<file path="src/bpc_pkg.sv">
// Shared types and constants for the barometric compensation pipeline.
package bpc_pkg;

  // Field widths
  localparam int RAW_W   = 24;                // raw conversion words
  localparam int CAL_W   = 16;                // calibration words
  localparam int DT_W    = RAW_W + 1;         // signed temperature delta
  localparam int MUL_W   = DT_W + CAL_W + 1;  // delta times calibration word
  localparam int SQ_W    = 2 * RAW_W;         // delta squared (never negative)
  localparam int TEMP_W  = 19;                // temperature in 0.01 degC
  localparam int T2_W    = 17;                // second-order temperature term
  localparam int ACC_W   = 40;                // offset and sensitivity
  localparam int LSQ_W   = 36;                // low-temperature squares
  localparam int PL_W    = RAW_W + 20;        // low partial product
  localparam int PH_W    = RAW_W + 21;        // high partial product
  localparam int PROD_W  = 64;                // D1 * SENS
  localparam int X_W     = 44;                // scaled product minus offset
  localparam int PRESS_W = 32;
  localparam int IN_TDATA_W  = 48;
  localparam int OUT_TDATA_W = 56;
  localparam int IDX_W   = 3;

  // Scaling shifts
  localparam int TEMP_SHIFT = 23;
  localparam int OFF_SHIFT  = 7;
  localparam int SENS_SHIFT = 8;
  localparam int T2_SHIFT   = 31;
  localparam int PS_SHIFT   = 21;
  localparam int PF_SHIFT   = 15;

  // Temperature thresholds, 0.01 degC
  localparam int TEMP_REF = 2000;
  localparam int LOW_TEMP = -1500;

  // Rounding biases for signed divide-toward-zero by a power of two
  localparam logic signed [MUL_W-1:0] TEMP_BIAS =
    MUL_W'((64'sd1 <<< TEMP_SHIFT) - 64'sd1);
  localparam logic signed [MUL_W-1:0] OFF_BIAS =
    MUL_W'((64'sd1 <<< OFF_SHIFT) - 64'sd1);
  localparam logic signed [MUL_W-1:0] SENS_BIAS =
    MUL_W'((64'sd1 <<< SENS_SHIFT) - 64'sd1);
  localparam logic signed [PROD_W-1:0] PS_BIAS =
    PROD_W'((64'sd1 <<< PS_SHIFT) - 64'sd1);
  localparam logic signed [X_W-1:0] PF_BIAS =
    X_W'((64'sd1 <<< PF_SHIFT) - 64'sd1);

  // Configuration register indexes
  localparam logic [IDX_W-1:0] REG_SENS_BASE     = 3'd0;
  localparam logic [IDX_W-1:0] REG_OFFSET_BASE   = 3'd1;
  localparam logic [IDX_W-1:0] REG_SENS_TEMPCO   = 3'd2;
  localparam logic [IDX_W-1:0] REG_OFFSET_TEMPCO = 3'd3;
  localparam logic [IDX_W-1:0] REG_REF_TEMP      = 3'd4;
  localparam logic [IDX_W-1:0] REG_TEMP_COEFF    = 3'd5;
  localparam logic [IDX_W-1:0] REG_SO_ENABLE     = 3'd6;

  typedef struct packed {
    logic [CAL_W-1:0] sens_base;
    logic [CAL_W-1:0] offset_base;
    logic [CAL_W-1:0] sens_tempco;
    logic [CAL_W-1:0] offset_tempco;
    logic [CAL_W-1:0] ref_temp;
    logic [CAL_W-1:0] temp_coeff;
    logic             so_en;
  } cal_t;

  // First-order results
  typedef struct packed {
    logic        [RAW_W-1:0]  d1;
    logic signed [TEMP_W-1:0] temp;
    logic signed [ACC_W-1:0]  off;
    logic signed [ACC_W-1:0]  sens;
    logic        [T2_W-1:0]   temp2;
  } first_t;

  // Corrected terms
  typedef struct packed {
    logic        [RAW_W-1:0]  d1;
    logic signed [ACC_W-1:0]  off;
    logic signed [ACC_W-1:0]  sens;
    logic signed [TEMP_W-1:0] temp;
  } corr_t;

  typedef struct packed {
    logic signed [PRESS_W-1:0] pressure;
    logic signed [TEMP_W-1:0]  temperature;
  } res_t;

endpackage

</file>
<file path="src/bpc_press.sv">
// Pressure: split D1*SENS multiply, scale, subtract offset, final scale.
module bpc_press import bpc_pkg::*; (
  input  logic  clk,
  input  logic  rst_n,
  input  logic  ce,
  input  logic  in_valid,
  input  corr_t in_data,
  output logic  out_valid,
  output res_t  out_data
);

  // stage 6: partial products
  logic                     v6_r;
  logic [PL_W-1:0]          pl6_r, pl6_nxt;
  logic signed [PH_W-1:0]   ph6_r, ph6_nxt;
  logic signed [ACC_W-1:0]  off6_r;
  logic signed [TEMP_W-1:0] t6_r;
  // stage 7: full product
  logic                     v7_r;
  logic signed [PROD_W-1:0] prod7_r, prod7_nxt;
  logic signed [ACC_W-1:0]  off7_r;
  logic signed [TEMP_W-1:0] t7_r;
  // stage 8: scaled product minus offset
  logic                     v8_r;
  logic signed [X_W-1:0]    x8_r, x8_nxt;
  logic signed [TEMP_W-1:0] t8_r;
  // stage 9: result
  logic                     v9_r;
  res_t                     res9_r, res9_nxt;

  always_comb begin
    pl6_nxt = in_data.d1 * in_data.sens[19:0];
    ph6_nxt = $signed({1'b0, in_data.d1}) * $signed(in_data.sens[ACC_W-1:20]);
  end

  always_comb begin
    prod7_nxt = (PROD_W'(ph6_r) <<< 20) + $signed({20'b0, pl6_r});
  end

  always_comb begin
    logic signed [PROD_W-1:0] b, q;
    b = '0;
    if (prod7_r[PROD_W-1]) b = PS_BIAS;
    q      = (prod7_r + b) >>> PS_SHIFT;
    x8_nxt = X_W'(q) - X_W'(off7_r);
  end

  always_comb begin
    logic signed [X_W-1:0] b, q;
    b = '0;
    if (x8_r[X_W-1]) b = PF_BIAS;
    q                    = (x8_r + b) >>> PF_SHIFT;
    res9_nxt.pressure    = PRESS_W'(q);
    res9_nxt.temperature = t8_r;
  end

  always_ff @(posedge clk) begin
    if (!rst_n) begin
      v6_r <= 1'b0;
      v7_r <= 1'b0;
      v8_r <= 1'b0;
      v9_r <= 1'b0;
    end else if (ce) begin
      v6_r <= in_valid;
      v7_r <= v6_r;
      v8_r <= v7_r;
      v9_r <= v8_r;
    end
  end

  always_ff @(posedge clk) begin
    if (ce) begin
      if (in_valid) begin
        pl6_r  <= pl6_nxt;
        ph6_r  <= ph6_nxt;
        off6_r <= in_data.off;
        t6_r   <= in_data.temp;
      end
      if (v6_r) begin
        prod7_r <= prod7_nxt;
        off7_r  <= off6_r;
        t7_r    <= t6_r;
      end
      if (v7_r) begin
        x8_r <= x8_nxt;
        t8_r <= t7_r;
      end
      if (v8_r) begin
        res9_r <= res9_nxt;
      end
    end
  end

  assign out_valid = v9_r;
  assign out_data  = res9_r;

endmodule

</file>
<file path="config.mk">
export PLATFORM = sky130hd
export DESIGN_NAME = bpc_press
export DESIGN_NICKNAME = d
export VERILOG_FILES = /design/src/bpc_pkg.sv /design/src/bpc_press.sv
export SDC_FILE = /design/constraint.sdc
export NUM_CORES = 2
export LEC_CHECK = 0
export ABC_AREA = 1
export BUFFER_PORTS_ARGS = -buffer_cell sky130_fd_sc_hd__clkbuf_2
export CAP_MARGIN = 20
export CORE_MARGIN = 4
export CORE_UTILIZATION = 50
export CTS_BUF_LIST = sky130_fd_sc_hd__clkbuf_4 sky130_fd_sc_hd__clkbuf_8 sky130_fd_sc_hd__clkbuf_16
export DETAILED_ROUTE_END_ITERATION = 8
export GPL_TIMING_DRIVEN = 0
export PLACE_DENSITY_LB_ADDON = 0.2
export SYNTH_ARGS = -nofsm -noshare
export SYNTH_HDL_FRONTEND = slang
export SYNTH_SLANG_ARGS = --single-unit
export TNS_END_PERCENT = 10
</file>
<file path="constraint.sdc">
create_clock -name clk -period 12.09 [get_ports clk]
set_input_delay 1.209 -clock clk [delete_from_list [all_inputs] [get_ports clk]]
set_output_delay 1.209 -clock clk [all_outputs]
set_load 0.01 [all_outputs]
</file>
# Word level (Yosys, flattened, before mapping)
# Cells that the tools add are included.
# totals
regBits	385
latchBits	0
ram_bits	0
rom_bits	0
inputBits	127
out_inout_bits	52
elab_cells	27
n_memories	0
# classes
addsub	4
mul	2
div	0
n_lt_le_gt_ge	0
n_eq_ne	0
n_shift	0
muxes	2
n_bitwise	0
reduce_logical	4
# ops
operator	n
64-bit by 22-bit adder with 64-bit output	1
64-bit by 45-bit adder with 64-bit output	1
44-bit by 16-bit adder with 44-bit output	1
24-bit by 20-bit multiplier with 44-bit output	1
25-bit by 20-bit multiplier with 44-bit output	1
43-bit by 40-bit subtractor with 44-bit output	1
21-bit 2-to-1 mux	1
15-bit 2-to-1 mux	1
2-bit AND reduction	4

# Logic depth before layout (Yosys ltp)
# depth
word_depth	3
mapped_depth	29
depth_no_buf	28

# Worst setup path before layout
# No wires, ideal clock.
# synth_timing
kind	input port to flip-flop
start	in in_data[24] in the netlist's numbering
end	reg pl6_r[40] (data pin)
setup_time_ns	0.252
t_arrival_ns	6.363
required_time_ns	11.838
slack_ns	5.474
path_stages	24
n_path_buf	1
cell_sequence	clkbuf_1 nand2_1 fa_1 inv_1 fa_1 inv_1 fa_1 inv_1 fa_1 fa_1 fa_1 inv_1 fa_1 inv_1 ha_1 nand2_1 nor2_1 nand2_1 nor2_1 nand2_1 nand3_1 nand2_1 nand3_1 nand2_1
# synth_via
elab_chain_len	1
# synth_rtl
item	line	source
start, declared	bpc_press.sv:7	input corr_t in_data,
24-bit by 20-bit multiplier with 44-bit output	bpc_press.sv:32	pl6_nxt = in_data.d1 * in_data.sens[19:0];
via pl6_nxt[40]	bpc_press.sv:14	logic [PL_W-1:0] pl6_r, pl6_nxt;
end signal, assigned	bpc_press.sv:74	pl6_r <= pl6_nxt;
end, declared	bpc_press.sv:14	
# The timed path passes the listed nets, and every way through them passes these cells.
# A chain may end at the register's enable or synchronous reset.

# Worst setup path after layout
# layout_timing
start	in in_data[114] in the netlist's numbering
end	reg ph6_r[36] (data pin)
# layout_via
elab_chain_len	1
# layout_rtl
item	line	source
25-bit by 20-bit multiplier with 44-bit output	bpc_press.sv:33	ph6_nxt = $signed({1'b0, in_data.d1}) * $signed(in_data.sens[ACC_W-1:20]);
via ph6_nxt[36]	bpc_press.sv:15	logic signed [PH_W-1:0] ph6_r, ph6_nxt;
end signal, assigned	bpc_press.sv:75	ph6_r <= ph6_nxt;
end, declared	bpc_press.sv:15	
# The timed path passes the listed nets, and every way through them passes these cells.

==> out/results.ini <==
[run_status]
status = finished, final reports clean

[clock_tree]
cts.sinks = 385
cts_tree = yes
postCtsResizedCells = 0
cts_made_buffers = 37
root_buffer = clkbuf_16
cts_setup_buffers = 0
postCtsHoldBufs = 0
clock_latency_ns = 0.57
h-tree-depth = 2
clk_path_buf_depth = 3
clkTransAtPathRegs_ns = 0.07

[global_route]
antenna_found_initial = 6
grt_max_degree = 99
grt_usage_pct = 31.4
met2_usage_pct = 53.0
grt_pass1_wl_microns = 285000
grt_overflow = 0
grt_pass1_vias = 48100
gr-usage-met3_pct = 5.79
grt_use_met1_pct = 37.9
top_usage_layer = met2

[timing]
fmax_mhz = 134
finalSetupViolCount = 0
rsz0062_at_grt = false
period_share_pct = 61.9
slew_headroom_pct = 8.98
slew_violations = 0
fin_setup_tns_ns = 0
tightest_slew_ns = 1.37
hold_viol = 0
fin_skew_ns = 0.0295
fin_crit_ns = 7.49

[layout]
drive_above_1_share_pct = 4.15
final_common_cell = nand2_1
num-nets-final = 9123
area_growth_pct = 7.71
layout_common_cells = nand2_1, inv_1, fa_1, ha_1, nor2_1

[yosys]
synthCells = 7558
synth_seq_cells = 385
yosysSeqAreaShare_pct = 20.2
netlist_area_sq_um = 56900
syn-num-nets = 8902
synth.distinct_cells = 41
async_flop_share_pct = 0
synth_area_per_cell_sq_um = 7.53
ys_warn_count = 0
ys.flop_type = edfxtp_1
synth_enable_flop_cells = 381

[critical_path]
cpMostUsedCell = fa_1
slowest_stage = clkbuf_1
path_class = in2reg
cp_num_buf_inv = 6
crit_end = ph6_r[36]
crit_cells = 22
timing.rr.start = prod7_r[63]
startpoint_type = input port
max_stage_delay_ns = 0.98
crit_fanout = 10
startpoint = in_data[114]
r2r_cells = 20
path_delay_family = adder cells
r2r_setup_slack_ns = 7.37
endpoint_kind = register
reg2reg_to = x8_r[28]
crit_chain = clkbuf_1, nand2_1, fa_1, inv_1, fa_1, inv_1, fa_1, inv_1, fa_1, fa_1, fa_1, inv_1, fa_1, inv_1, ha_1, nand2_1, nor2_1, nand2_1, nor3_1, nand3_1, nand4_1, nand2_1
cp.arrival_ns = 7.80
cp.required_ns = 12.40

[route]
num_vias = 47600
drc = 0
first_iter_violations = 3706
wl_per_cell_microns = 20.1
drt_wl_total_microns = 187000
dr.pass1.iters = 6
ant_nets = 0
via_per_inst = 5.11

[placement]
gp_congestion = 1.00
port_buffers = 154
hpwlAfterDp_microns = 158000

[floorplan]
die_width_microns = 345
rows = 123
die_y_microns = 345
start_util_pct = 50.4
dieArea_sq_um = 119000
core_area_sq_um = 113000
ios = 179

[job]
max_cap_viol_count = 0

[hold_path]
hp-class = reg2reg

per-layer routing:
layer,share of wire [%],wire [microns]
met1,38,70700
met2,47,87600
met3,8.3,15500
met4,7.1,13400
met5,0.022,41
how the worst min path moves through the flow:
stage                           from     endpoint  slack (ns)  cells after the start
after floorplan            off6_r[0]    off7_r[0]        0.40                      0
after global routing       off6_r[7]    off7_r[7]        0.42                      0
after CTS                    t8_r[2]  out_data[2]        0.42                      0
final                        t8_r[4]  out_data[4]        0.42                      0
after global placement      t7_r[11]     t8_r[11]        0.40                      0
after detailed placement  off6_r[21]   off7_r[21]        0.40                      0
per-stage QoR:
stage	util [%]	hold WS [ns]	cells	instance area, sq um	setup slack [ns]
6_report	54.3	0.415	9311	61300	4.60
5_1_grt	54.3	0.420	9307	61300	4.42
4_1_cts	54.3	0.417	9300	61200	4.80
3_5_place_dp	53.1	0.405	9234	59900	4.22
3_3_place_gp	52.8	0.400	9212	59600	4.23
2_1_floorplan	-	0.400	7558	56900	5.47
cell usage after synthesis, types with 32 or more instances:
cell type,number,area share (%)
nand2_1,2507,17
inv_1,2053,14
fa_1,787,28
ha_1,430,9.5
nor2_1,407,2.7
edfxtp_1,381,20
nand3_1,246,2.2
clkbuf_1,175,1.2
a21oi_1,142,1.2
xor2_1,86,1.3
nand4_1,54,0.59
nor3_1,46,0.40
o21ai_0,32,0.28
logic make-up after synthesis:
group,synth area share [%]
simple gates,23.9
buf+inv,14.8
fa+ha+maj,37.1
flops,20.2
compound gates,2.16
xor+xnor,1.75
state kept, by name, indices dropped and copies added, names as in the netlist:
name       cells
pl6_r         44
prod7_r       64
t7_r          19
t8_r          19
off6_r        40
ph6_r         44
v6_r           1
v7_r           1
out_data      48
t6_r          19
out_valid      1
v8_r           1
x8_r          44
off7_r        40
area by class of cell:
type                       count  area, sq um
antenna                        5         12.5
buffer                       180          688
clock buffer                  41          956
clock inverter                25          317
fill                       11000        51500
inverter                    2059         7740
multi-input combinational   4934        37000
sequential                   385        11500
tap                         1500         1880
timing repair buffer         182         1210
Power is left out: the tool's default activity adds up to more than one toggle a clock period on the data nets, which glitch-free logic cannot reach.
