--- config.mk ---
export PLATFORM = sky130hd
export DESIGN_NAME = bpc_front
export DESIGN_NICKNAME = d
export VERILOG_FILES = /design/src/bpc_pkg.sv /design/src/bpc_front.sv
export SDC_FILE = /design/constraint.sdc
export NUM_CORES = 2
export LEC_CHECK = 0
export BUFFER_PORTS_ARGS = -buffer_cell sky130_fd_sc_hd__buf_2
export CAP_MARGIN = 30
export CORE_ASPECT_RATIO = 1.5
export CORE_MARGIN = 2
export CORE_UTILIZATION = 65
export DETAILED_ROUTE_END_ITERATION = 6
export PLACE_DENSITY = 0.92
export SETUP_SLACK_MARGIN = 0.2
export SYNTH_ARGS = -nofsm -noshare
export SYNTH_HDL_FRONTEND = slang
export SYNTH_SLANG_ARGS = --single-unit
--- constraint.sdc ---
create_clock -name clk -period 14.9 [get_ports clk]
set_clock_uncertainty 0.15 [all_clocks]
set_input_delay 0.745 -clock clk [delete_from_list [all_inputs] [get_ports clk]]
set_output_delay 0.745 -clock clk [all_outputs]
set_load 0.05 [all_outputs]
--- src/bpc_pkg.sv ---
// Shared types and constants for the barometric compensation pipeline.
package bpc_pkg;

  // Field widths
  localparam int RAW_W   = 24;                // raw conversion words
  localparam int CAL_W   = 16;                // calibration words
  localparam int DT_W    = RAW_W + 1;         // signed temperature delta
  localparam int MUL_W   = DT_W + CAL_W + 1;  // delta times calibration word
  localparam int SQ_W    = 2 * RAW_W;         // delta squared (never negative)
  localparam int TEMP_W  = 19;                // temperature in 0.01 degC
  localparam int T2_W    = 17;                // second-order temperature term
  localparam int ACC_W   = 40;                // offset and sensitivity
  localparam int LSQ_W   = 36;                // low-temperature squares
  localparam int PL_W    = RAW_W + 20;        // low partial product
  localparam int PH_W    = RAW_W + 21;        // high partial product
  localparam int PROD_W  = 64;                // D1 * SENS
  localparam int X_W     = 44;                // scaled product minus offset
  localparam int PRESS_W = 32;
  localparam int IN_TDATA_W  = 48;
  localparam int OUT_TDATA_W = 56;
  localparam int IDX_W   = 3;

  // Scaling shifts
  localparam int TEMP_SHIFT = 23;
  localparam int OFF_SHIFT  = 7;
  localparam int SENS_SHIFT = 8;
  localparam int T2_SHIFT   = 31;
  localparam int PS_SHIFT   = 21;
  localparam int PF_SHIFT   = 15;

  // Temperature thresholds, 0.01 degC
  localparam int TEMP_REF = 2000;
  localparam int LOW_TEMP = -1500;

  // Rounding biases for signed divide-toward-zero by a power of two
  localparam logic signed [MUL_W-1:0] TEMP_BIAS =
    MUL_W'((64'sd1 <<< TEMP_SHIFT) - 64'sd1);
  localparam logic signed [MUL_W-1:0] OFF_BIAS =
    MUL_W'((64'sd1 <<< OFF_SHIFT) - 64'sd1);
  localparam logic signed [MUL_W-1:0] SENS_BIAS =
    MUL_W'((64'sd1 <<< SENS_SHIFT) - 64'sd1);
  localparam logic signed [PROD_W-1:0] PS_BIAS =
    PROD_W'((64'sd1 <<< PS_SHIFT) - 64'sd1);
  localparam logic signed [X_W-1:0] PF_BIAS =
    X_W'((64'sd1 <<< PF_SHIFT) - 64'sd1);

  // Configuration register indexes
  localparam logic [IDX_W-1:0] REG_SENS_BASE     = 3'd0;
  localparam logic [IDX_W-1:0] REG_OFFSET_BASE   = 3'd1;
  localparam logic [IDX_W-1:0] REG_SENS_TEMPCO   = 3'd2;
  localparam logic [IDX_W-1:0] REG_OFFSET_TEMPCO = 3'd3;
  localparam logic [IDX_W-1:0] REG_REF_TEMP      = 3'd4;
  localparam logic [IDX_W-1:0] REG_TEMP_COEFF    = 3'd5;
  localparam logic [IDX_W-1:0] REG_SO_ENABLE     = 3'd6;

  typedef struct packed {
    logic [CAL_W-1:0] sens_base;
    logic [CAL_W-1:0] offset_base;
    logic [CAL_W-1:0] sens_tempco;
    logic [CAL_W-1:0] offset_tempco;
    logic [CAL_W-1:0] ref_temp;
    logic [CAL_W-1:0] temp_coeff;
    logic             so_en;
  } cal_t;

  // First-order results
  typedef struct packed {
    logic        [RAW_W-1:0]  d1;
    logic signed [TEMP_W-1:0] temp;
    logic signed [ACC_W-1:0]  off;
    logic signed [ACC_W-1:0]  sens;
    logic        [T2_W-1:0]   temp2;
  } first_t;

  // Corrected terms
  typedef struct packed {
    logic        [RAW_W-1:0]  d1;
    logic signed [ACC_W-1:0]  off;
    logic signed [ACC_W-1:0]  sens;
    logic signed [TEMP_W-1:0] temp;
  } corr_t;

  typedef struct packed {
    logic signed [PRESS_W-1:0] pressure;
    logic signed [TEMP_W-1:0]  temperature;
  } res_t;

endpackage

--- src/bpc_front.sv ---
// First-order terms: delta temperature, calibration products, TEMP/OFF/SENS.
module bpc_front import bpc_pkg::*; (
  input  logic                  clk,
  input  logic                  rst_n,
  input  logic                  ce,
  input  logic                  in_valid,
  input  logic [RAW_W-1:0]      d1,
  input  logic [RAW_W-1:0]      d2,
  input  cal_t                  cal,
  output logic                  out_valid,
  output first_t                out_data
);

  // stage 1: delta
  logic                    v1_r;
  logic [RAW_W-1:0]        d1_1_r;
  logic signed [DT_W-1:0]  dt1_r, dt1_nxt;
  // stage 2: products
  logic                    v2_r;
  logic [RAW_W-1:0]        d1_2_r;
  logic signed [MUL_W-1:0] pt2_r, po2_r, ps2_r, pt2_nxt, po2_nxt, ps2_nxt;
  logic [SQ_W-1:0]         sq2_r, sq2_nxt;
  // stage 3: scaled sums
  logic                    v3_r;
  first_t                  s3_r, s3_nxt;

  always_comb begin
    dt1_nxt = $signed({1'b0, d2}) - $signed({1'b0, cal.ref_temp, 8'b0});
  end

  always_comb begin
    logic signed [2*DT_W-1:0] sq;
    sq      = dt1_r * dt1_r;
    pt2_nxt = dt1_r * $signed({1'b0, cal.temp_coeff});
    po2_nxt = dt1_r * $signed({1'b0, cal.offset_tempco});
    ps2_nxt = dt1_r * $signed({1'b0, cal.sens_tempco});
    sq2_nxt = SQ_W'(sq);
  end

  always_comb begin
    logic signed [MUL_W-1:0] bt, bo, bs, qt, qo, qs;
    bt = '0;
    bo = '0;
    bs = '0;
    if (pt2_r[MUL_W-1]) bt = TEMP_BIAS;
    if (po2_r[MUL_W-1]) bo = OFF_BIAS;
    if (ps2_r[MUL_W-1]) bs = SENS_BIAS;
    qt = (pt2_r + bt) >>> TEMP_SHIFT;
    qo = (po2_r + bo) >>> OFF_SHIFT;
    qs = (ps2_r + bs) >>> SENS_SHIFT;
    s3_nxt.d1    = d1_2_r;
    s3_nxt.temp  = TEMP_W'(qt + MUL_W'(TEMP_REF));
    s3_nxt.off   = ACC_W'($signed({1'b0, cal.offset_base, 16'b0})) + ACC_W'(qo);
    s3_nxt.sens  = ACC_W'($signed({1'b0, cal.sens_base, 15'b0})) + ACC_W'(qs);
    s3_nxt.temp2 = T2_W'(sq2_r >> T2_SHIFT);
  end

  always_ff @(posedge clk) begin
    if (!rst_n) begin
      v1_r <= 1'b0;
      v2_r <= 1'b0;
      v3_r <= 1'b0;
    end else if (ce) begin
      v1_r <= in_valid;
      v2_r <= v1_r;
      v3_r <= v2_r;
    end
  end

  always_ff @(posedge clk) begin
    if (ce) begin
      if (in_valid) begin
        d1_1_r <= d1;
        dt1_r  <= dt1_nxt;
      end
      if (v1_r) begin
        d1_2_r <= d1_1_r;
        pt2_r  <= pt2_nxt;
        po2_r  <= po2_nxt;
        ps2_r  <= ps2_nxt;
        sq2_r  <= sq2_nxt;
      end
      if (v2_r) begin
        s3_r <= s3_nxt;
      end
    end
  end

  assign out_valid = v3_r;
  assign out_data  = s3_r;

endmodule

======== Word-level counts from Yosys, hierarchy flattened ========
Index checks and enable logic that the tools add are counted.
cells by class
  add/sub/neg operators ................... 7
  multiply operators ...................... 4
  mux-type cells .......................... 3
  reductions and logical operators ........ 3
operator list
  cell                      count
  $mul A25 B17 Y42          3
  $mul A25 B25 Y48          1
  $add A42 B24 Y42          1
  $add A42 B8 Y42           1
  $add A42 B9 Y42           1
  $add A33 B35 Y36          1
  $add A32 B34 Y35          1
  $sub A24 B24 Y25          1
  $mux W23                  1
  $add A19 B12 Y19 const B  1
  $mux W8                   1
  $mux W7                   1
  $reduce_and A2 Y1         3
word-level totals
  flip-flop bits (word level) ............. 390
  bits of input ports ..................... 149
  output and inout port bits .............. 141
  word-level logic and storage cells ...... 32

======== Depth between registers and ports, before layout ========
  word-level depth ........................ 3
  mapped depth ............................ 29
  gate-level depth less buffers ........... 27

======== Worst setup path after synthesis ========
No wires, ideal clock.
  path type ............................... register to register
  start ................................... register dt1_r[17]
  end ..................................... register sq2_r[47], data pin
  setup time .............................. 0.260 ns
  data arrival time ....................... 6.928 ns
  required time ........................... 14.490 ns
  setup slack ............................. 7.562 ns
  stages on the path, launching flop included .. 28
  path buffers ............................ 3
  clock period less this slack ............ 7.338 ns
  cells stage by stage .................... edfxtp_1 > clkbuf_1 > clkbuf_1 > clkbuf_1 > nand2_1 > fa_1 > inv_1 > fa_1 > fa_1 > inv_1 > fa_1 > inv_1 > fa_1 > fa_1 > inv_1 > fa_1 > inv_1 > ha_1 > a211oi_1 > o21ai_0 > o2111ai_1 > a31oi_1 > o21ai_1 > a32oi_1 > a311o_1 > a211oi_1 > o21bai_1 > xnor2_1
between the ends
  longest elaborated chain between the ends .. 1
RTL lines
  item                      RTL line         RTL
  start: declaration        bpc_front.sv:17  logic signed [DT_W-1:0] dt1_r, dt1_nxt;
  start signal: assignment  bpc_front.sv:74  dt1_r <= dt1_nxt;
  $mul A25 B25 Y48          bpc_front.sv:33  sq = dt1_r * dt1_r;
  net sq2_nxt[47]           bpc_front.sv:22  logic [SQ_W-1:0] sq2_r, sq2_nxt;
  end signal: assignment    bpc_front.sv:81  sq2_r <= sq2_nxt;
  end: declaration          bpc_front.sv:22
The timed path passes the listed nets, and every way through them passes these cells.
A chain may end at the register's enable or synchronous reset.

======== Worst setup path in the final report ========
  start ................................... register dt1_r[3]
  end ..................................... register sq2_r[44], data pin
Same word-level chain as after synthesis.

==> results.py <==
metrics = {
    "grt": {
        "grt_max_degree": 73,
        "first_global_vias": 63582,
        "grt_antenna_before_repair": 21,
        "grt_usage": 0.331,
        "grt.overflow.total": 0,
        "grt_pass1_wl_microns": 314000,
    },
    "run_status": {
        "status": "finished, violations left",
        "violations": "DRC",
    },
    "cts": {
        "numCtsBuffers": 36,
        "clk_latency_ps": 640,
        "clk_pin_slew_ps": 70,
        "cts_sinks": 350,
        "h-tree-depth": 2,
        "cts_resized": 0,
        "root_buffer": "clkbuf_16",
        "post_cts_buffers": 0,
        "postCtsHoldBufs": 0,
        "cts_tree": "yes",
        "clockBufferDepth": 3,
    },
    "logic_synthesis": {
        "synth-simple-area-share": 0.126,
        "synth_enable_flop_cells": 347,
        "synthAdderAreaFrac": 0.546,
        "yosys_warnings": 0,
        "synthTopCellsByArea": "fa_1 (46%), edfxtp_1 (14%), inv_1 (9.9%)",
        "yosys.area_share.xor_xnor": 0.0337,
        "synth-compound-area-share": 0.0428,
        "synth_cell_type_count": 80,
        "yosys.area.top_type": "fa_1",
        "synth_mux_area_frac": 0.000130,
        "synth_async_sr_flop_share": 0,
        "syn_area_sq_um": 77100,
        "synth.net_count": 10258,
        "synth_cells": 7806,
        "syn_avg_cell_area_sq_um": 9.87,
        "ys_ff_latch": 350,
        "synth_top_family_by_area": "adder cells",
        "synthFlopType": "edfxtp_1",
        "yosysTopAreaCellShare": 0.458,
        "yosysSeqAreaShare": 0.136,
    },
    "drt": {
        "ant_nets": 0,
        "viasPerCell": 5.86,
        "drt_first_pass_iters": 7,
        "vias": 55369,
        "wl_microns": 192000,
        "drc_errors": 1,
        "routedWlPerCell_microns": 20.3,
        "drtIter0Drc": 4400,
    },
    "setup_path": {
        "cp.required_ps": 15130,
        "crit_type": "reg -> reg",
        "path_max_fanout": 46,
        "start_kind": "register",
        "cp.arrival_ps": 9830,
        "end_kind": "register",
    },
    "finish": {
        "fin_util": 0.688,
        "fill_cells": 7826,
        "nets": 10307,
        "drive_gt1_frac": 0.0532,
        "fin_cells": 9453,
        "syn2layout_area_growth_pct": 4.96,
    },
    "placement": {
        "dp_slack_ps": 5450,
        "hpwlAfterDp_microns": 147000,
        "place_inst": 9376,
        "gp_congestion": 0.913,
        "io_buffers": 288,
    },
    "floorplan": {
        "pin_count": 290,
        "core_area_sq_um": 118000,
        "rows": 154,
        "die-height_microns": 426,
        "dieArea_sq_um": 121000,
        "start_util": 0.656,
        "die_w_microns": 285,
    },
    "sta": {
        "slew_viol_final": 0,
        "worst_slack_ps": 5300,
        "timing.final.hold_violations": 0,
        "tightest_slew_ps": 1110,
        "fin_crit_sh": 0.645,
        "relSlewSlack": 0.262,
        "setup_viol": 0,
        "period_minus_slack_ps": 9600,
        "fmax_mhz": 104,
        "finalSetupTns_ps": 0,
        "grt_setup_unrepaired": "no",
    },
    "min_path": {
        "hp-class": "in -> reg",
    },
    "job": {
        "maxCapViolCount": 0,
    },
}
[cells by family (layout without fill, tap and decap cells)]
group | count (synthesis) | count (layout)
AOI/OAI and AO/OA | 493 | 493
xor gates and xnor gates | 297 | 297
adders and majority gates | 2303 | 2303
buffers and inverters | 2357 | 2433
DFF | 350 | 350
muxes | 1 | 1
other | 0 | 11
and+or+nand+nor | 2005 | 2005
[metal layers]
layer | part of all wire | global-route usage | wire [microns] | vias up
met5 | 0.00061 | 0 | 117 | -
met4 | 0.081 | 0.232 | 15500 | 18
met3 | 0.094 | 0.0764 | 18000 | 1207
met2 | 0.51 | 0.574 | 97900 | 3270
met1 | 0.31 | 0.357 | 60500 | 27765
li1 | - | - | - | 23109
[cells in the final DEF (no fill, tap or decap), types with 11 or more instances in the layout]
cell type,Yosys,final
clkbuf_16,0,36
and2_1,620,617
ha_1,538,538
buf_2,0,288
nor3_1,35,35
nand3_1,52,52
o21a_1,33,33
fa_1,1765,1765
a21o_1,93,93
and4_1,12,12
o21ai_0,68,68
nor2_1,138,138
and3_1,27,27
a211oi_1,15,15
xnor2_1,219,219
xor2_1,78,78
nand2b_1,25,25
a21oi_1,137,137
a31oi_1,18,18
nor2b_1,46,46
nand2_1,977,977
edfxtp_1,347,347
o21bai_1,18,18
inv_1,2032,2032
nand4_1,27,27
buf_4,9,42
diode_2,0,11
[Yosys cell counts, types with 5 or more instances]
cell          n
nor2b_1      46
a211o_1       9
xnor2_1     219
and2_1      620
o2111ai_1    10
o21ai_1       5
or3_1         9
nor3_1       35
and4_1       12
o31ai_1       5
or2_2        10
nand2b_1     25
nand4_1      27
o211ai_1      8
nor4_1       10
o21ai_0      68
and3_1       27
a21o_1       93
xor2_1       78
a221oi_1      5
o21a_1       33
buf_4         9
nand3_1      52
nand2_1     977
a21oi_1     137
a31o_2        9
a31oi_1      18
o21bai_1     18
inv_1      2032
a211oi_1     15
fa_1       1765
edfxtp_1    347
clkbuf_1    310
a41oi_1       6
ha_1        538
nor2_1      138
[metrics by stage]
stage	area (sq um)	hold slack [ps]
2_1_floorplan	77100	250
3_3_place_gp	79500	251
3_5_place_dp	79600	255
4_1_cts	80800	133
5_1_grt	80900	148
6_report	80900	152
[state kept, by name (all words and copies together) (netlist names)]
| register | flops |
|---|---|
| v1_r | 1 |
| out_valid | 1 |
| d1_2_r | 24 |
| sq2_r | 17 |
| dt1_r | 25 |
| v2_r | 1 |
| out_data | 131 |
| po2_r | 42 |
| ps2_r | 42 |
| pt2_r | 42 |
| d1_1_r | 24 |
[layout make-up]
class                   instances  area, sq um  area share
repair buffers                334         1870      0.0231
diodes                         11         27.5    0.000340
clock buffers                  40          916      0.0113
inverters                    2034         7630      0.0944
clock inverters                25          305     0.00377
multi-input cells            5099        57700       0.713
well taps                    1560         1950      0.0241
flip-flops and latches        350        10500       0.130
[worst paths after layout]
check,depth (start not counted),slack [ps],startpoint,end
min reg2reg,0,250,d1_1_r[5],d1_2_r[5]
min,1,150,d2[0],dt1_r[0]
max,25,5300,dt1_r[3],sq2_r[44]
max reg2reg,25,5300,dt1_r[3],sq2_r[44]
[worst max-delay path, cell delays in order, from the launching register on]
cell and delay [ps]:
edfxtp_1 1010, buf_4 730, inv_1 420, nor2_1 370
fa_1 480, fa_1 540, inv_1 50, fa_1 520
fa_1 520, inv_1 50, fa_1 450, fa_1 530
inv_1 60, fa_1 470, inv_1 50, ha_1 290
nand4_1 210, a31oi_1 210, o2111ai_1 140, a41oi_1 460
o21ai_1 170, a32oi_1 630, a221oi_1 260, o21bai_1 260
a21oi_1 110, xnor2_1 140
Power is not shown: default switching activity piles up to over one toggle a cycle in this logic, so the estimate is an artifact.
