===== src/bpc_pkg.sv =====
// Shared types and constants for the barometric compensation pipeline.
package bpc_pkg;

  // Field widths
  localparam int RAW_W   = 24;                // raw conversion words
  localparam int CAL_W   = 16;                // calibration words
  localparam int DT_W    = RAW_W + 1;         // signed temperature delta
  localparam int MUL_W   = DT_W + CAL_W + 1;  // delta times calibration word
  localparam int SQ_W    = 2 * RAW_W;         // delta squared (never negative)
  localparam int TEMP_W  = 19;                // temperature in 0.01 degC
  localparam int T2_W    = 17;                // second-order temperature term
  localparam int ACC_W   = 40;                // offset and sensitivity
  localparam int LSQ_W   = 36;                // low-temperature squares
  localparam int PL_W    = RAW_W + 20;        // low partial product
  localparam int PH_W    = RAW_W + 21;        // high partial product
  localparam int PROD_W  = 64;                // D1 * SENS
  localparam int X_W     = 44;                // scaled product minus offset
  localparam int PRESS_W = 32;
  localparam int IN_TDATA_W  = 48;
  localparam int OUT_TDATA_W = 56;
  localparam int IDX_W   = 3;

  // Scaling shifts
  localparam int TEMP_SHIFT = 23;
  localparam int OFF_SHIFT  = 7;
  localparam int SENS_SHIFT = 8;
  localparam int T2_SHIFT   = 31;
  localparam int PS_SHIFT   = 21;
  localparam int PF_SHIFT   = 15;

  // Temperature thresholds, 0.01 degC
  localparam int TEMP_REF = 2000;
  localparam int LOW_TEMP = -1500;

  // Rounding biases for signed divide-toward-zero by a power of two
  localparam logic signed [MUL_W-1:0] TEMP_BIAS =
    MUL_W'((64'sd1 <<< TEMP_SHIFT) - 64'sd1);
  localparam logic signed [MUL_W-1:0] OFF_BIAS =
    MUL_W'((64'sd1 <<< OFF_SHIFT) - 64'sd1);
  localparam logic signed [MUL_W-1:0] SENS_BIAS =
    MUL_W'((64'sd1 <<< SENS_SHIFT) - 64'sd1);
  localparam logic signed [PROD_W-1:0] PS_BIAS =
    PROD_W'((64'sd1 <<< PS_SHIFT) - 64'sd1);
  localparam logic signed [X_W-1:0] PF_BIAS =
    X_W'((64'sd1 <<< PF_SHIFT) - 64'sd1);

  // Configuration register indexes
  localparam logic [IDX_W-1:0] REG_SENS_BASE     = 3'd0;
  localparam logic [IDX_W-1:0] REG_OFFSET_BASE   = 3'd1;
  localparam logic [IDX_W-1:0] REG_SENS_TEMPCO   = 3'd2;
  localparam logic [IDX_W-1:0] REG_OFFSET_TEMPCO = 3'd3;
  localparam logic [IDX_W-1:0] REG_REF_TEMP      = 3'd4;
  localparam logic [IDX_W-1:0] REG_TEMP_COEFF    = 3'd5;
  localparam logic [IDX_W-1:0] REG_SO_ENABLE     = 3'd6;

  typedef struct packed {
    logic [CAL_W-1:0] sens_base;
    logic [CAL_W-1:0] offset_base;
    logic [CAL_W-1:0] sens_tempco;
    logic [CAL_W-1:0] offset_tempco;
    logic [CAL_W-1:0] ref_temp;
    logic [CAL_W-1:0] temp_coeff;
    logic             so_en;
  } cal_t;

  // First-order results
  typedef struct packed {
    logic        [RAW_W-1:0]  d1;
    logic signed [TEMP_W-1:0] temp;
    logic signed [ACC_W-1:0]  off;
    logic signed [ACC_W-1:0]  sens;
    logic        [T2_W-1:0]   temp2;
  } first_t;

  // Corrected terms
  typedef struct packed {
    logic        [RAW_W-1:0]  d1;
    logic signed [ACC_W-1:0]  off;
    logic signed [ACC_W-1:0]  sens;
    logic signed [TEMP_W-1:0] temp;
  } corr_t;

  typedef struct packed {
    logic signed [PRESS_W-1:0] pressure;
    logic signed [TEMP_W-1:0]  temperature;
  } res_t;

endpackage


===== src/bpc_corr.sv =====
// Low-temperature second-order correction of TEMP, OFF and SENS.
module bpc_corr import bpc_pkg::*; (
  input  logic   clk,
  input  logic   rst_n,
  input  logic   ce,
  input  logic   so_en,
  input  logic   in_valid,
  input  first_t in_data,
  output logic   out_valid,
  output corr_t  out_data
);

  // stage 4: squares and flags
  logic             v4_r;
  first_t           s4_r;
  logic             act4_r, cold4_r, act4_nxt, cold4_nxt;
  logic [LSQ_W-1:0] lo4_r, vlo4_r, lo4_nxt, vlo4_nxt;
  // stage 5: corrected terms
  logic             v5_r;
  corr_t            s5_r, s5_nxt;

  always_comb begin
    logic signed [TEMP_W:0]     tm, tp;
    logic signed [2*TEMP_W+1:0] sq_lo, sq_vlo;
    tm        = (TEMP_W+1)'(in_data.temp) - (TEMP_W+1)'(TEMP_REF);
    tp        = (TEMP_W+1)'(in_data.temp) - (TEMP_W+1)'(LOW_TEMP);
    sq_lo     = tm * tm;
    sq_vlo    = tp * tp;
    lo4_nxt   = LSQ_W'(sq_lo);
    vlo4_nxt  = LSQ_W'(sq_vlo);
    act4_nxt  = so_en && (in_data.temp < TEMP_W'(TEMP_REF));
    cold4_nxt = in_data.temp < TEMP_W'(LOW_TEMP);
  end

  always_comb begin
    logic [ACC_W-1:0]      lo_e, vlo_e, five_lo, seven_vlo, eleven_vlo, off2, sens2;
    logic [T2_W-1:0]       t2;
    logic signed [TEMP_W:0] tdiff;
    lo_e       = ACC_W'(lo4_r);
    vlo_e      = ACC_W'(vlo4_r);
    five_lo    = (lo_e << 2) + lo_e;
    seven_vlo  = (vlo_e << 3) - vlo_e;
    eleven_vlo = (vlo_e << 3) + (vlo_e << 1) + vlo_e;
    off2       = '0;
    sens2      = '0;
    t2         = '0;
    if (act4_r) begin
      t2    = s4_r.temp2;
      off2  = five_lo >> 1;
      sens2 = five_lo >> 2;
      if (cold4_r) begin
        off2  = off2 + seven_vlo;
        sens2 = sens2 + (eleven_vlo >> 1);
      end
    end
    tdiff       = (TEMP_W+1)'(s4_r.temp) - $signed({3'b0, t2});
    s5_nxt.d1   = s4_r.d1;
    s5_nxt.off  = s4_r.off - $signed(off2);
    s5_nxt.sens = s4_r.sens - $signed(sens2);
    s5_nxt.temp = TEMP_W'(tdiff);
  end

  always_ff @(posedge clk) begin
    if (!rst_n) begin
      v4_r <= 1'b0;
      v5_r <= 1'b0;
    end else if (ce) begin
      v4_r <= in_valid;
      v5_r <= v4_r;
    end
  end

  always_ff @(posedge clk) begin
    if (ce) begin
      if (in_valid) begin
        s4_r    <= in_data;
        act4_r  <= act4_nxt;
        cold4_r <= cold4_nxt;
        lo4_r   <= lo4_nxt;
        vlo4_r  <= vlo4_nxt;
      end
      if (v4_r) begin
        s5_r <= s5_nxt;
      end
    end
  end

  assign out_valid = v5_r;
  assign out_data  = s5_r;

endmodule


===== config.mk =====
export PLATFORM = sky130hd
export DESIGN_NAME = bpc_corr
export DESIGN_NICKNAME = d
export VERILOG_FILES = /design/src/bpc_pkg.sv /design/src/bpc_corr.sv
export SDC_FILE = /design/constraint.sdc
export NUM_CORES = 2
export LEC_CHECK = 0
export BUFFER_PORTS_ARGS = -buffer_cell sky130_fd_sc_hd__buf_2
export CAP_MARGIN = 40
export CORE_MARGIN = 2
export CORE_UTILIZATION = 60
export CTS_CLUSTER_SIZE = 24
export DETAILED_ROUTE_END_ITERATION = 16
export PLACE_DENSITY = 0.9
export SYNTH_ARGS = -nofsm -noshare
export SYNTH_HDL_FRONTEND = slang
export SYNTH_SLANG_ARGS = --single-unit

===== constraint.sdc =====
create_clock -name clk -period 27.7 [get_ports clk]
set_clock_uncertainty 0.1 [all_clocks]
set_input_delay 1.385 -clock clk [delete_from_list [all_inputs] [get_ports clk]]
set_output_delay 1.385 -clock clk [all_outputs]
set_load 0.01 [all_outputs]

---- Word level (Yosys, flattened, before mapping) ----
Cells that the tools add are included.
storage, ports and cells
  register bits ........................... 339
  bits in latches ......................... 0
  RAM bits ................................ 0
  bits in read-only memories .............. 0
  input bits .............................. 145
  output and inout port bits .............. 124
  logic and storage cells ................. 38
  memories ................................ 0
cells by class
  $add $sub $neg .......................... 11
  multiply operators ...................... 2
  divide/modulo/power cells ............... 0
  order comparisons ....................... 2
  equal/unequal tests ..................... 0
  shifts and indexed selects .............. 0
  muxes and demuxes ....................... 5
  bitwise operators ....................... 0
  reduce and logical (&&, ||, !) cells .... 3
operators with widths
  operator                  count
  $mux W40                  4
  $sub A40 B40 Y40          2
  $mul A20 B20 Y36          2
  $add A37 B39 Y40          1
  $add A38 B40 Y40          1
  $add A39 B37 Y40          1
  $add A40 B36 Y40          1
  $sub A19 B12 Y20 const B  2
  $sub A39 B36 Y40          1
  $add A38 B36 Y39          1
  $lt A19 B12 Y1 const B    2
  $sub A19 B18 Y19          1
  $mux W17                  1
  $reduce_and A2 Y1         2
  $logic_and A1 B1 Y1       1

---- Logic depth before layout (Yosys ltp) ----
  depth after elaboration ................. 6
  gate-level depth with buffers ........... 36
  depth with buffers taken out ............ 35

---- Least setup slack after synthesis ----
Ideal clock, no wire load.
  path kind ............................... input -> register
  start ................................... input in_data[101] (netlist bit)
  end ..................................... register lo4_r[33] (data pin)
  setup time .............................. 258 ps
  data arrival time ....................... 9691 ps
  required time ........................... 27342 ps
  path slack .............................. 17651 ps
  stages on the path ...................... 33
  buffers on the path ..................... 3
  cells stage by stage .................... buf_2 inv_1 clkbuf_1 ha_1 inv_1 and3_1 and3_1 a2111oi_4 xnor2_1 inv_1 buf_1 nand2_1 fa_1 inv_1 fa_1 inv_1 fa_1 fa_1 fa_1 inv_1 fa_1 fa_1 ha_1 or3_1 or3_1 o32ai_1 or4b_1 a21o_1 a211oi_2 or3_1 a31o_2 a21oi_2 xnor2_1
between the ends
  longest elaborated chain between the ends .. 2
ends and longest elaborated chain
  element               line            source
  start, declared       bpc_corr.sv:8   input first_t in_data,
  $sub A19 B12 Y20      bpc_corr.sv:25  tm = (TEMP_W+1)'(in_data.temp) - (TEMP_W+1)'(TEMP_REF);
  $mul A20 B20 Y36      bpc_corr.sv:27  sq_lo = tm * tm;
  via lo4_nxt[33]       bpc_corr.sv:17  logic [LSQ_W-1:0] lo4_r, vlo4_r, lo4_nxt, vlo4_nxt;
  end signal, assigned  bpc_corr.sv:79  lo4_r <= lo4_nxt;
  end, declared         bpc_corr.sv:17
The timed path passes the listed nets, and every way through them passes these cells.
A chain may end at the register's enable or synchronous reset.

---- Final worst setup path ----
  start ................................... input in_data[99] (netlist bit)
  end ..................................... register vlo4_r[35] (data pin)
between the ends
  longest elaborated chain between the ends .. 2
ends and longest elaborated chain
  element               line            source
  $sub A19 B12 Y20      bpc_corr.sv:26  tp = (TEMP_W+1)'(in_data.temp) - (TEMP_W+1)'(LOW_TEMP);
  $mul A20 B20 Y36      bpc_corr.sv:28  sq_vlo = tp * tp;
  via vlo4_nxt[35]      bpc_corr.sv:17
  end signal, assigned  bpc_corr.sv:80  vlo4_r <= vlo4_nxt;
  end, declared         bpc_corr.sv:17
The timed path passes the listed nets, and every way through them passes these cells.

==> key figures <==
Logic synthesis
  – Top post-synthesis cells by count: inv_1 (1065), fa_1 (776), ha_1 (444), nand2_1 (370), nor2_1 (345)
  – Top cells by area, synth: fa_1 (31%), edfxtp_1 (20%), ha_1 (11%)
  – Post-synth EDFFs: 332
  – Post-synth ARST share: 0%
  – Most common cell in the synthesized netlist: inv_1
  – Post-synthesis sequential area ratio: 20.2%
  – Cell taking the most area after synthesis: fa_1
  – Synth Register Bits: 334
  – Synth unique cells: 104
  – Primary FF master, synth: edfxtp_1
  – Area share of the largest cell type after synthesis: 31.3%
  – Synth Cell Area: 49600 um2
  – Mapped Cells: 5081
  – Ys Warns: 0
  – Syn avg cell area: 9.76 um2

Clock tree
  – # Post-CTS Setup Buffers: 0
  – Clock Tree Buf Depth: 3
  – Root buffer cell: clkbuf_16
  – CTS clk-pin slew, worst paths: 60 ps
  – CTS Buf Count: 40
  – CTS Hold Buffers Added: 0
  – Clock sinks: 334
  – Worst-skew pair later-pin latency: 610 ps
  – TritonCTS clock tree: built
  – H-tree levels: 2
  – Post-CTS sizing: 0

Outcome
  – Run status: complete, no violations

Global route
  – Global-route wire length before repair: 208000 um
  – Total global-route track usage: 31.0%
  – Largest net degree at the start of global routing: 71
  – Vias in the first global route: 40900
  – GRT overflow: 0
  – Antenna violations before repair: 6

STA
  – Unrepaired setup endpoints after global routing: no
  – Headroom to the max-slew limit: 35.4%
  – Final hold vios: 0
  – Final WS setup: 16510 ps
  – Maximum clock frequency: 89.4 MHz
  – Final Cycle Share: 40.4%
  – Worst Max-Slew Pin Slew: 960 ps
  – Minimum clock period: 11190 ps
  – Fin. max-slew vios: 0
  – Setup TNS: 0 ps
  – Final Setup Violations: 0

Hold path
  – Hold path cells: 0
  – Worst Hold Class: reg2reg

Final layout
  – Share of cells above drive strength 1: 7.97%
  – Area grow syn2layout: 7.85%
  – Nets@finish: 6693

Floorplan
  – Die ar.: 85000 um2
  – Placement row count: 105
  – Die height: 292 um
  – Initial Util: 60.5%
  – Core outline area: 82000 um2
  – Ports: 269
  – Die W: 292 um

Critical path
  – Reg2Reg Depth: 29
  – Crit Path Max Fanout: 27
  – Worst setup EP type: register
  – Arr. time, crit path: 11410 ps
  – CP max stage delay: 560 ps
  – Critical Setup Path Class: in2reg
  – Most frequent CP cell: fa_1
  – CP max stage cell: fa_1
  – Worst Path Required: 27920 ps
  – Startpoint types: primary input

Drt
  – Wire length on met1: 46500 um
  – Sum of routed wire length over all layers: 130000 um
  – Drt pass-1 iters: 6
  – Met3 Wirelength: 12700 um
  – 1st-iter DRT viols: 3233
  – ANT nets after route: 0
  – Met2 wire length: 62700 um
  – Vias/cell: 5.93
  – Top routing layer in use: met5
  – DRC: 0
  – Vias: 38100
  – WL/cell: 20.2 um

Placement
  – Placed wire-length estimate: 106000 um
  – Pre-CTS setup slack: 16110 ps
  – Final Wtd Congestion: 1.00
  – Buffers added on ports: 268

Flow run
  – Max-cap viol count: 0
routing by layer:
| layer | up-vias | GRT usage [%] |
|---|---|---|
| met5 | - | 0 |
| met4 | 8 | 15.7 |
| met3 | 531 | 6.62 |
| met2 | 2058 | 53.3 |
| met1 | 18600 | 36.7 |
| li1 | 17000 | - |
cells in the final DEF, fill, tap and decap left out, types with 7 or more instances in the layout:
| cell type | count |
|---|---|
| nand2b_1 | 53 |
| a21o_1 | 128 |
| o2111ai_1 | 7 |
| buf_2 | 269 |
| ha_1 | 444 |
| o21ai_1 | 11 |
| or3_1 | 22 |
| buf_4 | 38 |
| o21bai_1 | 44 |
| a22oi_1 | 19 |
| nand3_1 | 47 |
| o211ai_1 | 21 |
| nor2_1 | 345 |
| xnor2_1 | 232 |
| o31ai_1 | 9 |
| nand2_1 | 370 |
| a21oi_1 | 245 |
| a211o_1 | 14 |
| nor3_1 | 57 |
| clkinv_1 | 12 |
| nand4_1 | 20 |
| and2_1 | 91 |
| and3_1 | 30 |
| a31oi_1 | 23 |
| inv_1 | 1065 |
| edfxtp_1 | 332 |
| xor2_1 | 92 |
| o221ai_1 | 7 |
| a221oi_1 | 8 |
| clkbuf_16 | 42 |
| a211oi_1 | 20 |
| nor4_1 | 9 |
| fa_1 | 776 |
| o21ai_0 | 164 |
| o21a_1 | 52 |
| a21boi_0 | 10 |
| clkbuf_1 | 9 |
| nor2b_1 | 49 |
registers in the layout, summed over array words and instances, names as in the netlist:
name and flops:
cold4_r 1, s4_r 140, vlo4_r 33, v4_r 1, act4_r 1, out_valid 1
out_data 123, lo4_r 34
critical path: cells and delay by family:
family | cells | cell delay (ps)
and+or+nand+nor | 2 | 490
xor gates and xnor gates | 2 | 620
adders and majority gates | 9 | 4130
AOI/OAI and AO/OA | 11 | 2920
buffers and inverters | 9 | 1820
final timing paths:
path | from | end | slack, ps
worst max-delay path | in_data[99] | vlo4_r[35]$_DFFE_PP_ | 16510
worst min-delay path | s4_r[121]$_DFFE_PP_ | out_data[104]$_DFFE_PP_ | 310
worst max register to register | vlo4_r[9]$_DFFE_PP_ | out_data[55]$_DFFE_PP_ | 19080
worst min register to register | s4_r[121]$_DFFE_PP_ | out_data[104]$_DFFE_PP_ | 310
logic make-up (layout without fill, tap and decap cells):
kind of cell | count (synthesis) | in the layout | synth area share [%]
buf+inv | 1178 | 1455 | 8.93
xor+xnor | 327 | 327 | 5.80
other cells | 2 | 6 | 0.0151
mux | 5 | 5 | 0.106
simple gates | 1136 | 1136 | 10.7
flops | 334 | 334 | 20.2
compound gates | 879 | 879 | 11.8
fa+ha+maj | 1220 | 1220 | 42.5
metrics by stage:
step	cells	hold WS, ps	utilization (%)	instance area, um2
CTS	6429	294	65.2	53500
global route	6429	298	65.2	53500
floorplan	5082	300	-	49600
global placement	6353	301	63.7	52200
detailed placement	6356	305	63.7	52200
finish	6432	308	65.3	53500
cell type report:
type / count / area, um2
Sequential cell: 334 / 10000
Clock inverter: 20 / 151
Timing Repair Buffer: 308 / 1660
Inverter: 1074 / 4030
Antenna cell: 3 / 7.51
Fill cell: 6064 / 28500
Multi-Input combinational cell: 3570 / 35200
Tap cell: 1070 / 1340
Clock buffer: 53 / 1110
Power is not shown: default switching activity piles up to over one toggle a cycle in this logic, so the estimate is an artifact.
